===== src/rtl/core/rpo_pkg.sv =====
// Shared types and constants for the RGB pixel point operations unit.
package rpo_pkg;

	localparam int PIX_W      = 8;
	localparam int NUM_LANES  = 3;
	localparam int GAIN_W     = 16;
	localparam int PROD_W     = PIX_W + GAIN_W;
	localparam int CFG_IDX_W  = 3;
	localparam int CFG_DATA_W = 16;
	localparam int CHAN_W     = 2;
	localparam int MODE_W     = 3;

	localparam logic [PIX_W-1:0] PIX_MAX = 8'hFF;
	localparam logic [PIX_W-1:0] PIX_MIN = 8'h00;

	// Mean of three bytes: sum times 683, shift right by 11; exact for sums below 2048.
	localparam int SUM_W       = PIX_W + 2;
	localparam int DIV3_MUL_W  = 10;
	localparam logic [DIV3_MUL_W-1:0] DIV3_MUL = 10'd683;
	localparam int DIV3_SHIFT  = 11;
	localparam int MEAN_PROD_W = DIV3_SHIFT + PIX_W;

	// Reset values of the configuration registers
	localparam logic [MODE_W-1:0]  MODE_RST          = 3'd0;
	localparam logic [CHAN_W-1:0]  TINT_CHANNEL_RST  = 2'd0;
	localparam logic [GAIN_W-1:0]  REDUCE_GAIN_RST   = 16'd128;
	localparam logic [GAIN_W-1:0]  INCREASE_GAIN_RST = 16'd384;
	localparam logic [GAIN_W-1:0]  TINT_GAIN_RST     = 16'd320;
	localparam logic [PIX_W-1:0]   MONO_THRESH_RST   = 8'd127;

	typedef enum logic [MODE_W-1:0] {
		MODE_NEGATIVE  = 3'd0,
		MODE_GRAYSCALE = 3'd1,
		MODE_REDUCE    = 3'd2,
		MODE_INCREASE  = 3'd3,
		MODE_TINT      = 3'd4,
		MODE_MONO      = 3'd5
	} mode_t;

	typedef enum logic [CFG_IDX_W-1:0] {
		CFG_MODE          = 3'd0,
		CFG_TINT_CHANNEL  = 3'd1,
		CFG_REDUCE_GAIN   = 3'd2,
		CFG_INCREASE_GAIN = 3'd3,
		CFG_TINT_GAIN     = 3'd4,
		CFG_MONO_THRESH   = 3'd5
	} cfg_idx_t;

	// What one lane hands to the merge stage
	typedef struct packed {
		logic [PIX_W-1:0] pix;
		logic [PIX_W-1:0] scaled;
	} lane_res_t;

endpackage


===== src/rtl/core/rpo_lane.sv =====
// One byte lane: registered gain multiply, then truncate and saturate.
module rpo_lane
	import rpo_pkg::*;
#(
	parameter int GAIN_FRAC_BITS = 8
) (
	input  logic              clk,
	input  logic              en,
	input  logic [PIX_W-1:0]  pix,
	input  logic [GAIN_W-1:0] gain,
	output lane_res_t         res
);

	logic [PROD_W-1:0] prod_s2;
	logic [PIX_W-1:0]  pix_s2;
	logic [PROD_W-1:0] shifted;

	always_ff @(posedge clk) begin
		if (en) begin
			prod_s2 <= PROD_W'(pix) * PROD_W'(gain);
			pix_s2  <= pix;
		end
	end

	assign shifted    = prod_s2 >> GAIN_FRAC_BITS;
	assign res.pix    = pix_s2;
	assign res.scaled = (|shifted[PROD_W-1:PIX_W]) ? PIX_MAX : shifted[PIX_W-1:0];

endmodule


===== src/rtl/core/rpo_mean.sv =====
// Truncated mean of the three bytes by reciprocal multiplication.
module rpo_mean
	import rpo_pkg::*;
(
	input  logic                            clk,
	input  logic                            en,
	input  logic [NUM_LANES-1:0][PIX_W-1:0] pix,
	output logic [PIX_W-1:0]                mean
);

	logic [SUM_W-1:0]       sum;
	logic [MEAN_PROD_W-1:0] prod_s2;

	assign sum = SUM_W'(pix[0]) + SUM_W'(pix[1]) + SUM_W'(pix[2]);

	always_ff @(posedge clk) begin
		if (en) begin
			prod_s2 <= MEAN_PROD_W'(sum) * MEAN_PROD_W'(DIV3_MUL);
		end
	end

	assign mean = prod_s2[MEAN_PROD_W-1:DIV3_SHIFT];

endmodule


===== src/rtl/core/rpo_merge.sv =====
// Merge stage: picks each output byte from the lane results and the mean.
module rpo_merge
	import rpo_pkg::*;
(
	input  logic [MODE_W-1:0]               mode,
	input  logic [CHAN_W-1:0]               tint_channel,
	input  logic [PIX_W-1:0]                mono_threshold,
	input  lane_res_t [NUM_LANES-1:0]       lane_res,
	input  logic [PIX_W-1:0]                mean,
	output logic [NUM_LANES-1:0][PIX_W-1:0] pix_out
);

	logic [PIX_W-1:0] mono_pix;

	assign mono_pix = (mean <= mono_threshold) ? PIX_MIN : PIX_MAX;

	always_comb begin
		for (int i = 0; i < NUM_LANES; i++) begin
			unique case (mode_t'(mode))
				MODE_NEGATIVE:  pix_out[i] = PIX_MAX - lane_res[i].pix;
				MODE_GRAYSCALE: pix_out[i] = mean;
				MODE_REDUCE,
				MODE_INCREASE:  pix_out[i] = lane_res[i].scaled;
				MODE_TINT: begin
					pix_out[i] = (tint_channel == CHAN_W'(i)) ? lane_res[i].scaled
					                                          : lane_res[i].pix;
				end
				MODE_MONO:      pix_out[i] = mono_pix;
				default:        pix_out[i] = lane_res[i].pix;
			endcase
		end
	end

endmodule


===== src/rtl/core/rgb_pixel_point_ops_unit.sv =====
// Top level of the RGB pixel point operations unit.
// One pixel per clock when the output is not stalled, through three register stages: an input
// register, a multiply stage (three byte lanes, each with its own 8x16 gain multiplier, plus
// the mean unit's reciprocal multiply) and the output register fed by the merge stage. A
// result passes the input, multiply and output registers in that order before its output
// transfer. Each stage advances when the one after it is empty or moving, so a new pixel can
// be taken while a finished one still waits at the output. The mode register selects negative,
// grayscale, contrast reduce, contrast increase, tint (one channel) or monochrome; modes 6
// and 7, and tint on channel 3, pass the pixel through.
// Gains are unsigned with GAIN_FRAC_BITS fraction bits; scaled bytes truncate and saturate
// at 255. Write configuration only while no pixel is in flight.
module rgb_pixel_point_ops_unit
	import rpo_pkg::*;
#(
	parameter int GAIN_FRAC_BITS = 8
) (
	input  logic                  clk,
	input  logic                  arst_n,
	input  logic                  s_tvalid,
	output logic                  s_tready,
	input  logic [23:0]           s_tdata,   // byte0 (blue), byte1 (green), byte2 (red)
	input  logic                  s_tlast,   // frame end
	output logic                  m_tvalid,
	input  logic                  m_tready,
	output logic [23:0]           m_tdata,   // byte0, byte1, byte2 transformed
	output logic                  m_tlast,   // frame end, copied through
	input  logic                  cfg_valid,
	output logic                  cfg_ready,
	input  logic [CFG_IDX_W-1:0]  cfg_index,
	input  logic [CFG_DATA_W-1:0] cfg_data
);

	// Configuration registers
	logic [MODE_W-1:0] mode_q;
	logic [CHAN_W-1:0] tint_channel_q;
	logic [GAIN_W-1:0] reduce_gain_q;
	logic [GAIN_W-1:0] increase_gain_q;
	logic [GAIN_W-1:0] tint_gain_q;
	logic [PIX_W-1:0]  mono_threshold_q;

	// Pipeline control and data
	logic                            v_s1, v_s2, out_valid_q;
	logic                            s1_en, s2_en, out_en;
	logic [NUM_LANES-1:0][PIX_W-1:0] pix_s1;
	logic                            last_s1, last_s2;
	logic [GAIN_W-1:0]               lane_gain;
	lane_res_t [NUM_LANES-1:0]       lane_res;
	logic [PIX_W-1:0]                mean;
	logic [NUM_LANES-1:0][PIX_W-1:0] merged;
	logic [23:0]                     m_tdata_q;
	logic                            m_tlast_q;

	// Writes are always taken; an index past the list is dropped.
	assign cfg_ready = 1'b1;

	always_ff @(posedge clk or negedge arst_n) begin
		if (!arst_n) begin
			mode_q           <= MODE_RST;
			tint_channel_q   <= TINT_CHANNEL_RST;
			reduce_gain_q    <= REDUCE_GAIN_RST;
			increase_gain_q  <= INCREASE_GAIN_RST;
			tint_gain_q      <= TINT_GAIN_RST;
			mono_threshold_q <= MONO_THRESH_RST;
		end else if (cfg_valid) begin
			unique case (cfg_idx_t'(cfg_index))
				CFG_MODE:          mode_q           <= cfg_data[MODE_W-1:0];
				CFG_TINT_CHANNEL:  tint_channel_q   <= cfg_data[CHAN_W-1:0];
				CFG_REDUCE_GAIN:   reduce_gain_q    <= cfg_data[GAIN_W-1:0];
				CFG_INCREASE_GAIN: increase_gain_q  <= cfg_data[GAIN_W-1:0];
				CFG_TINT_GAIN:     tint_gain_q      <= cfg_data[GAIN_W-1:0];
				CFG_MONO_THRESH:   mono_threshold_q <= cfg_data[PIX_W-1:0];
				default: ;
			endcase
		end
	end

	// Advance a stage when the next one is empty or moving on
	assign out_en   = !out_valid_q || m_tready;
	assign s2_en    = !v_s2 || out_en;
	assign s1_en    = !v_s1 || s2_en;
	assign s_tready = s1_en;

	always_ff @(posedge clk or negedge arst_n) begin
		if (!arst_n) begin
			v_s1        <= 1'b0;
			v_s2        <= 1'b0;
			out_valid_q <= 1'b0;
		end else begin
			if (s1_en)  v_s1        <= s_tvalid;
			if (s2_en)  v_s2        <= v_s1;
			if (out_en) out_valid_q <= v_s2;
		end
	end

	// Input register: hold the pixel and its frame end flag
	always_ff @(posedge clk) begin
		if (s1_en) begin
			pix_s1[0] <= s_tdata[7:0];
			pix_s1[1] <= s_tdata[15:8];
			pix_s1[2] <= s_tdata[23:16];
			last_s1   <= s_tlast;
		end
		if (s2_en) begin
			last_s2 <= last_s1;
		end
	end

	// One gain serves all lanes; the merge stage decides which lanes use it.
	always_comb begin
		unique case (mode_t'(mode_q))
			MODE_REDUCE:   lane_gain = reduce_gain_q;
			MODE_INCREASE: lane_gain = increase_gain_q;
			default:       lane_gain = tint_gain_q;
		endcase
	end

	for (genvar i = 0; i < NUM_LANES; i++) begin : g_lane
		rpo_lane #(
			.GAIN_FRAC_BITS(GAIN_FRAC_BITS)
		) u_lane (
			.clk  (clk),
			.en   (s2_en),
			.pix  (pix_s1[i]),
			.gain (lane_gain),
			.res  (lane_res[i])
		);
	end

	rpo_mean u_mean (
		.clk  (clk),
		.en   (s2_en),
		.pix  (pix_s1),
		.mean (mean)
	);

	rpo_merge u_merge (
		.mode           (mode_q),
		.tint_channel   (tint_channel_q),
		.mono_threshold (mono_threshold_q),
		.lane_res       (lane_res),
		.mean           (mean),
		.pix_out        (merged)
	);

	// Output register: hold the result until the downstream transfer
	always_ff @(posedge clk) begin
		if (out_en) begin
			m_tdata_q <= {merged[2], merged[1], merged[0]};
			m_tlast_q <= last_s2;
		end
	end

	assign m_tvalid = out_valid_q;
	assign m_tdata  = m_tdata_q;
	assign m_tlast  = m_tlast_q;

endmodule


===== config.mk =====
export PLATFORM = sky130hd
export DESIGN_NAME = rgb_pixel_point_ops_unit
export DESIGN_NICKNAME = d
export VERILOG_FILES = /design/src/rtl/core/rpo_pkg.sv /design/src/rtl/core/rpo_lane.sv /design/src/rtl/core/rpo_mean.sv /design/src/rtl/core/rpo_merge.sv /design/src/rtl/core/rgb_pixel_point_ops_unit.sv
export SDC_FILE = /design/constraint.sdc
export NUM_CORES = 1
export LEC_CHECK = 0
export BUFFER_PORTS_ARGS = -buffer_cell sky130_fd_sc_hd__buf_2
export CAP_MARGIN = 0
export CORE_MARGIN = 5
export CORE_UTILIZATION = 58
export DETAILED_ROUTE_END_ITERATION = 16
export HOLD_SLACK_MARGIN = 0.12
export PLACE_DENSITY = 0.83
export SYNTH_ARGS = -nofsm -noshare
export SYNTH_HDL_FRONTEND = slang
export SYNTH_HIERARCHICAL = 1
export SYNTH_SLANG_ARGS = --single-unit

===== constraint.sdc =====
create_clock -name clk -period 17.7 [get_ports clk]
set_clock_uncertainty 0.05 [all_clocks]
set_input_delay 3.54 -clock clk [delete_from_list [all_inputs] [get_ports clk]]
set_output_delay 3.54 -clock clk [all_outputs]
set_load 0.01 [all_outputs]

==> impl_metrics.prom, run 1 <==
# TYPE chip_impl_metric gauge
chip_impl_metric{name="synth_enable_flop_cells",unit=""} 131
chip_impl_metric{name="synth_fp_nets",unit=""} 2712
chip_impl_metric{name="dp_slack",unit="ns"} 9.59
chip_impl_metric{name="r2r.worst_path.cells",unit=""} 29
chip_impl_info{name="synth-main-ff-cell",value="sky130_fd_sc_hd__edfxtp_1"} 1
chip_impl_metric{name="yosys_register_bits",unit=""} 195
chip_impl_metric{name="boundaryPins",unit=""} 77
chip_impl_metric{name="final_period_minus_worst_setup_slack",unit="ns"} 8.12
chip_impl_metric{name="synth-compound-area-share",unit="%"} 9.01
chip_impl_metric{name="critical_path_arrival",unit="ns"} 4.53
chip_impl_info{name="grt_most_used_layer",value="met2"} 1
chip_impl_metric{name="finalWorstSetupSlack",unit="ns"} 9.58
chip_impl_metric{name="globalRouteMet1Util",unit="%"} 31.8
chip_impl_metric{name="grt_antenna_before_repair",unit=""} 2
chip_impl_metric{name="floorplan.initialDensity",unit="%"} 58.7
chip_impl_metric{name="die_area",unit="µm²"} 43200
chip_impl_metric{name="groute.layer.met3.usage",unit="%"} 4.97
chip_impl_metric{name="finalCoreUtilization",unit="%"} 62.6
chip_impl_metric{name="finalCritPeriodShare",unit="%"} 45.9
chip_impl_metric{name="syn_area",unit="µm²"} 22700
chip_impl_metric{name="core_area",unit="µm²"} 38600
chip_impl_metric{name="synth.yosys.seq_area_share",unit="%"} 24.5
chip_impl_info{name="tritoncts",value="done"} 1
chip_impl_metric{name="reg2reg_slack",unit="ns"} 9.84
chip_impl_metric{name="final_routed_drc_violation_total",unit=""} 0
chip_impl_metric{name="grt_use_total",unit="%"} 25.7
chip_impl_metric{name="global_route.usage.met2",unit="%"} 44.3
chip_impl_metric{name="drv_slew",unit=""} 0
chip_impl_metric{name="synth.yosys.warnings",unit=""} 6
chip_impl_info{name="outcome",value="complete, no violations"} 1
chip_impl_info{name="setup.worst_path.class",value="in -> out"} 1
chip_impl_metric{name="cts.clk_slew.worst_paths",unit="ns"} 0.08
chip_impl_metric{name="overflow",unit=""} 0
chip_impl_info{name="rsz0062_at_grt",value="no"} 1
chip_impl_info{name="hp-start",value="last_s2"} 1
chip_impl_metric{name="insertion_delay",unit="ns"} 0.47
chip_impl_metric{name="cts_buffers",unit=""} 17
chip_impl_metric{name="per_cell_routed_wire_length",unit="µm"} 19.8
chip_impl_metric{name="fmax",unit="MHz"} 123
chip_impl_info{name="reg2reg_to",value="u_mean/prod_s2[15]"} 1
chip_impl_metric{name="ys_async_sr_fraction",unit="%"} 32.8
chip_impl_metric{name="global_route_wire_length_before_repair",unit="µm"} 90100
chip_impl_metric{name="path_max_fanout",unit=""} 26
chip_impl_metric{name="final_cell_area",unit="µm²"} 24200
chip_impl_metric{name="drive_above_1_share",unit="%"} 14.1
chip_impl_metric{name="number_of_endpoints_failing_setup_at_the_final_stage",unit=""} 0
chip_impl_metric{name="dp_hpwl",unit="µm"} 39900
chip_impl_metric{name="first_iter_violations",unit=""} 1205
chip_impl_metric{name="synth_mux_area_share",unit="%"} 6.32
chip_impl_metric{name="maxCapViolCount",unit=""} 0
chip_impl_metric{name="avgSynthCellArea",unit="µm²"} 10.4
chip_impl_metric{name="placement_rows",unit=""} 72
chip_impl_metric{name="tightestPinTransition",unit="ns"} 1.10
chip_impl_metric{name="floorplan.die.width",unit="µm"} 208
chip_impl_metric{name="yosys.area_share.simple",unit="%"} 15.6
chip_impl_info{name="setup.worst_path.start_class",value="input pin"} 1
chip_impl_info{name="reg2reg_start",value="pix_s1[8]"} 1
chip_impl_metric{name="cts_sinks",unit=""} 195
chip_impl_metric{name="ant_nets",unit=""} 0
chip_impl_metric{name="synthAdderAreaFrac",unit="%"} 34.9
chip_impl_metric{name="h-tree-depth",unit=""} 4
chip_impl_metric{name="postCtsSetupRepairBufs",unit=""} 0
chip_impl_metric{name="timing.slew.headroom",unit="%"} 26.7
chip_impl_metric{name="ctsHoldBuffers",unit=""} 0
chip_impl_info{name="clock_root_buffer",value="sky130_fd_sc_hd__clkbuf_16"} 1
chip_impl_metric{name="whs_path_depth",unit=""} 0
chip_impl_metric{name="final-hold-violation-count",unit=""} 0
chip_impl_metric{name="via_per_inst",unit=""} 5.93
chip_impl_metric{name="layout.nets",unit=""} 2763
chip_impl_metric{name="die_height",unit="µm"} 208
chip_impl_metric{name="area_growth_syn_to_layout",unit="%"} 6.60
chip_impl_metric{name="placedInstanceArea",unit="µm²"} 23600
chip_impl_metric{name="grt_start_max_net_pins",unit=""} 83
chip_impl_metric{name="dr_total_vias",unit=""} 16400
chip_impl_metric{name="netlist_instances",unit=""} 2191
chip_impl_metric{name="cts_resized",unit=""} 0
chip_impl_metric{name="fin_tns_setup",unit="ns"} 0
chip_impl_metric{name="numPortBuffers",unit=""} 75
chip_impl_metric{name="gp_congestion",unit=""} 0.904
chip_impl_metric{name="antenna-diode-count",unit=""} 0
chip_impl_info{name="synth_top_family_by_area",value="adder cells"} 1
chip_impl_metric{name="grt_pass1_vias",unit=""} 17800
chip_impl_metric{name="drtPass1Iterations",unit=""} 6
chip_impl_info{name="endpoint_of_the_worst_hold_timing_path",value="m_tlast"} 1
chip_impl_metric{name="clock_tree.buffer_depth",unit=""} 2
chip_impl_info{name="worst_setup_path_end_kind",value="output port"} 1
chip_impl_metric{name="detail_route.wirelength",unit="µm"} 54800
chip_impl_metric{name="post_synthesis_xor_xnor_area_fraction",unit="%"} 2.89
chip_impl_metric{name="synthDistinctLibCells",unit=""} 97
chip_impl_metric{name="timing.critical_path.required",unit="ns"} 14.11
chip_impl_info{name="min-delay-path-class",value="reg -> reg"} 1
cell usage after synthesis, drive strengths merged (4+ instances only):
cell type | n | area share (%)
buf | 19 | 0.61
nor4 | 8 | 0.29
edfxtp | 131 | 17
a21o | 28 | 0.95
o21ai | 85 | 1.9
or2 | 27 | 0.74
nand2 | 129 | 2.1
a21oi | 81 | 1.8
xnor2 | 42 | 1.7
o32a | 24 | 1.1
nor3 | 19 | 0.46
o21a | 9 | 0.30
dfstp | 12 | 1.4
a221oi | 4 | 0.21
nand2b | 11 | 0.30
mux2 | 118 | 6.2
nand4b | 6 | 0.26
nor2 | 70 | 1.2
ha | 203 | 11
fa | 269 | 24
o211ai | 9 | 0.32
xor2 | 32 | 1.2
nor2b | 12 | 0.36
a211oi | 7 | 0.25
dfrtp | 52 | 5.7
o2111ai | 5 | 0.19
a31oi | 6 | 0.17
o22ai | 5 | 0.17
and2 | 297 | 8.2
clkbuf | 42 | 0.69
nand4 | 7 | 0.19
and3 | 15 | 0.45
inv | 332 | 5.5
o21bai | 11 | 0.38
or3 | 4 | 0.11
nand3 | 15 | 0.35
routing by layer:
metal,vias up,share of wire (%)
li1,7357,-
met1,8291,39
met2,655,50
met3,139,7.1
met4,0,3.7
met5,-,0
per-stage QoR:
| step | hold WS (ns) | instances |
|---|---|---|
| floorplan | 0.350 | 2191 |
| global placement | 0.357 | 2741 |
| detailed placement | 0.373 | 2741 |
| CTS | 0.392 | 2773 |
| global route | 0.394 | 2773 |
| finish | 0.391 | 2773 |
final cells by class:
type | instances | area (µm²)
Clock inverter | 15 | 205
Timing Repair Buffer | 93 | 510
Clock buffer | 17 | 425
Tap cell | 518 | 648
Inverter | 332 | 1250
Fill cell | 3037 | 14500
Multi-Input combinational cell | 1603 | 15600
Sequential cell | 195 | 5550
registers in the layout, summed over array words and instances (netlist names):
name	flops
g_lane.u_lane/pix_s2	24
g_lane.u_lane/prod_s2	48
increase_gain_q	16
last_s1	1
last_s2	1
m_tdata	24
m_tlast	1
m_tvalid	1
mode_q	3
mono_threshold_q	8
pix_s1	24
reduce_gain_q	16
tint_channel_q	2
tint_gain_q	16
u_mean/prod_s2	8
v_s1	1
v_s2	1
worst max path at each step:
stage	start	slack [ns]	end
global placement	m_tready	9.60	s_tready
detailed placement	m_tready	9.59	s_tready
CTS	m_tready	9.58	s_tready
finish	m_tready	9.58	s_tready
global route	m_tready	9.53	s_tready
floorplan	m_tready	9.77	s_tready
cells by family after synthesis:
logic type,count (synthesis)
AND/OR/NAND/NOR,632
adder cells (fa/ha/maj),472
buffers and inverters,393
AO/OA/AOI/OAI,303
flip-flops,195
multiplexers,121
XOR/XNOR,74
other,1
cells in the final DEF (no fill, tap or decap), drive strengths merged, types with 19 or more instances in the layout:
| cell type | count |
|---|---|
| nor2 | 70 |
| buf | 93 |
| xor2 | 32 |
| a21o | 28 |
| xnor2 | 42 |
| fa | 269 |
| or2 | 27 |
| nor3 | 19 |
| and2 | 297 |
| inv | 341 |
| mux2 | 118 |
| o32a | 24 |
| nand2 | 129 |
| a21oi | 81 |
| edfxtp | 131 |
| dfrtp | 52 |
| ha | 203 |
| o21ai | 85 |
critical path: stages:
cell and delay, ns:
sky130_fd_sc_hd__buf_2 0.08, sky130_fd_sc_hd__and3b_1 0.21, sky130_fd_sc_hd__nand2_1 0.08, sky130_fd_sc_hd__buf_4 0.36
sky130_fd_sc_hd__buf_2 0.22
Power of run 1 is not shown: default switching activity piles up to over one toggle a cycle in this logic, so the estimate is an artifact.
==> inputs of run 2 (changes only) <==
- clock period: 17.7 -> 7.53 ns (I/O delays scaled with it)
==> run 2 against run 1 <==
Count of clock-buffer cells in the layout increased by 4. Critical path depth increased by 23. Setup slack got worse by 9.1 ns. Flip-flop and latch count unchanged. Routed wire length increased by 1.8%. Cell count increased by 0.69%. Sequential share of layout area decreased by 0.10 points. Die area unchanged. First-iteration DRC count increased by 10%. Critical endpoint is now u_mean/prod_s2[18]. Highest routed layer unchanged.
==> impl_metrics.prom, run 2 (same netlist as run 1, synthesis figures left out) <==
# TYPE chip_impl_metric gauge
chip_impl_info{name="most_frequent_cell_on_the_critical_path",value="sky130_fd_sc_hd__fa_1"} 1
chip_impl_metric{name="ctsHoldBuffers",unit=""} 0
chip_impl_metric{name="layout.nets",unit=""} 2781
chip_impl_metric{name="drtPass1Iterations",unit=""} 7
chip_impl_metric{name="final-hold-violation-count",unit=""} 0
chip_impl_metric{name="global_route_wire_length_before_repair",unit="µm"} 91600
chip_impl_metric{name="dr_total_vias",unit=""} 16500
chip_impl_metric{name="per_cell_routed_wire_length",unit="µm"} 20.0
chip_impl_metric{name="die_height",unit="µm"} 208
chip_impl_metric{name="cts_buffers",unit=""} 17
chip_impl_metric{name="clock_tree.buffer_depth",unit=""} 2
chip_impl_metric{name="drive_above_1_share",unit="%"} 14.7
chip_impl_metric{name="wl_met1",unit="µm"} 22200
chip_impl_metric{name="drv_slew",unit=""} 0
chip_impl_metric{name="cp_slowest_stage_delay",unit="ns"} 0.51
chip_impl_info{name="setup.worst_path.class",value="reg -> reg"} 1
chip_impl_metric{name="met2RoutedLength",unit="µm"} 26800
chip_impl_metric{name="overflow",unit=""} 0
chip_impl_metric{name="detail_route.wirelength",unit="µm"} 55800
chip_impl_metric{name="floorplan.die.width",unit="µm"} 208
chip_impl_metric{name="maxCapViolCount",unit=""} 0
chip_impl_info{name="tritoncts",value="done"} 1
chip_impl_metric{name="timing.slew.headroom",unit="%"} 25.1
chip_impl_metric{name="fin_tns_setup",unit="ns"} 0
chip_impl_metric{name="cts.clk_slew.worst_paths",unit="ns"} 0.08
chip_impl_info{name="min-delay-path-class",value="reg -> reg"} 1
chip_impl_info{name="highest-signal-layer",value="met4"} 1
chip_impl_metric{name="fillerInstances",unit=""} 2980
chip_impl_info{name="clock_root_buffer",value="sky130_fd_sc_hd__clkbuf_16"} 1
chip_impl_metric{name="cts_resized",unit=""} 0
chip_impl_metric{name="final_routed_drc_violation_total",unit=""} 0
chip_impl_metric{name="finalCritPeriodShare",unit="%"} 93.1
chip_impl_metric{name="detailroute.wirelength.met3",unit="µm"} 4480
chip_impl_info{name="most-common-layout-cells",value="sky130_fd_sc_hd__inv_1, sky130_fd_sc_hd__and2_1, sky130_fd_sc_hd__fa_1"} 1
chip_impl_metric{name="ant_nets",unit=""} 0
chip_impl_info{name="reg2reg_start",value="pix_s1[1]"} 1
chip_impl_info{name="setup.worst_path.start_class",value="register"} 1
chip_impl_metric{name="postCtsSetupRepairBufs",unit=""} 0
chip_impl_metric{name="grt_pass1_vias",unit=""} 17500
chip_impl_metric{name="core_area",unit="µm²"} 38600
chip_impl_metric{name="area_growth_syn_to_layout",unit="%"} 7.08
chip_impl_metric{name="path_max_fanout",unit=""} 18
chip_impl_metric{name="placement_rows",unit=""} 72
chip_impl_info{name="hp-start",value="last_s1"} 1
chip_impl_info{name="layout.cells.most_common",value="sky130_fd_sc_hd__inv_1"} 1
chip_impl_metric{name="grt_use_total",unit="%"} 26.2
chip_impl_info{name="critical_path.startpoint",value="pix_s1[1]"} 1
chip_impl_metric{name="insertion_delay",unit="ns"} 0.48
chip_impl_metric{name="dp_hpwl",unit="µm"} 41100
chip_impl_metric{name="tightestPinTransition",unit="ns"} 1.12
chip_impl_metric{name="number_of_endpoints_failing_setup_at_the_final_stage",unit=""} 0
chip_impl_info{name="outcome",value="complete, no violations"} 1
chip_impl_info{name="worst_setup_path_end_kind",value="register"} 1
chip_impl_info{name="top_register",value="g_lane.u_lane/prod_s2"} 1
chip_impl_metric{name="die_area",unit="µm²"} 43200
chip_impl_metric{name="grt_antenna_before_repair",unit=""} 1
chip_impl_metric{name="first_iter_violations",unit=""} 1328
chip_impl_metric{name="h-tree-depth",unit=""} 4
chip_impl_metric{name="floorplan.initialDensity",unit="%"} 58.7
chip_impl_metric{name="via_per_inst",unit=""} 5.90
chip_impl_metric{name="fmax",unit="MHz"} 143
chip_impl_metric{name="timing.critical_path.required",unit="ns"} 7.68
chip_impl_metric{name="boundaryPins",unit=""} 77
chip_impl_metric{name="grt_start_max_net_pins",unit=""} 83
chip_impl_metric{name="critical_path_arrival",unit="ns"} 7.16
chip_impl_metric{name="cts_sinks",unit=""} 195
chip_impl_metric{name="final_period_minus_worst_setup_slack",unit="ns"} 7.01
chip_impl_metric{name="largest_register_ffs",unit=""} 48
chip_impl_metric{name="numPortBuffers",unit=""} 75
chip_impl_metric{name="gp_congestion",unit=""} 0.943
chip_impl_info{name="worst_path_max_delay_cell",value="sky130_fd_sc_hd__fa_1"} 1
chip_impl_info{name="rsz0062_at_grt",value="no"} 1
## run 2: cell count changes in the layout (fill, tap and decap cells not counted), sizes merged
cell | before | now
clkbuf | 17 | 21
diode | 0 | 1
clkinv | 5 | 6
inv | 341 | 336
buf | 93 | 111
## run 2: worst paths after layout
kind	to	slack [ns]	cells past startpoint
max reg2reg	u_mean/prod_s2[18]	0.52	28
max in group asynchronous	reduce_gain_q[3]	5.75	2
min reg2reg	last_s2	0.38	0
min in group asynchronous	reduce_gain_q[12]	1.15	2
max	u_mean/prod_s2[18]	0.52	28
min	last_s2	0.38	0
## run 2: layer usage
layer	vias up	track usage, %
met1	8222	33.3
met5	-	0
li1	7386	-
met3	162	5.40
met2	696	44.1
met4	0	10.9
## run 2: area by class of cell
cell class / instances / area [µm²] / share of cell area, %
multi-input combinational: 1603 / 15600 / 64.2
antenna: 1 / 2.50 / 0.0103
clock inverter: 11 / 124 / 0.510
tap: 518 / 648 / 2.67
inverter: 332 / 1250 / 5.13
clock buffer: 21 / 482 / 1.98
sequential: 195 / 5550 / 22.8
timing repair buffer: 111 / 646 / 2.66
## run 2: through the flow
stage                     cell area [µm²]  worst slack, ns  cells  hold WS (ns)  util (%)
final                               24300            0.517   2792         0.376      62.9
after global routing                24300            0.104   2791         0.389      62.9
after CTS                           24300            0.611   2791         0.376      62.9
after detailed placement            23700            0.634   2759         0.360      61.3
after global placement              23700            0.801   2759         0.357      61.3
after floorplan                     22700             1.13   2191         0.350         -
## run 2: critical path, delay by kind of cell, from the launching register on
kind | cells | cell delay, ns
adders and majority gates | 7 | 2.88
AOI/OAI and AO/OA | 9 | 1.89
xor gates and xnor gates | 4 | 0.62
buffers and inverters | 5 | 0.58
DFF | 1 | 0.36
and+or+nand+nor | 3 | 0.34
Power of run 2 is left out for the same reason.
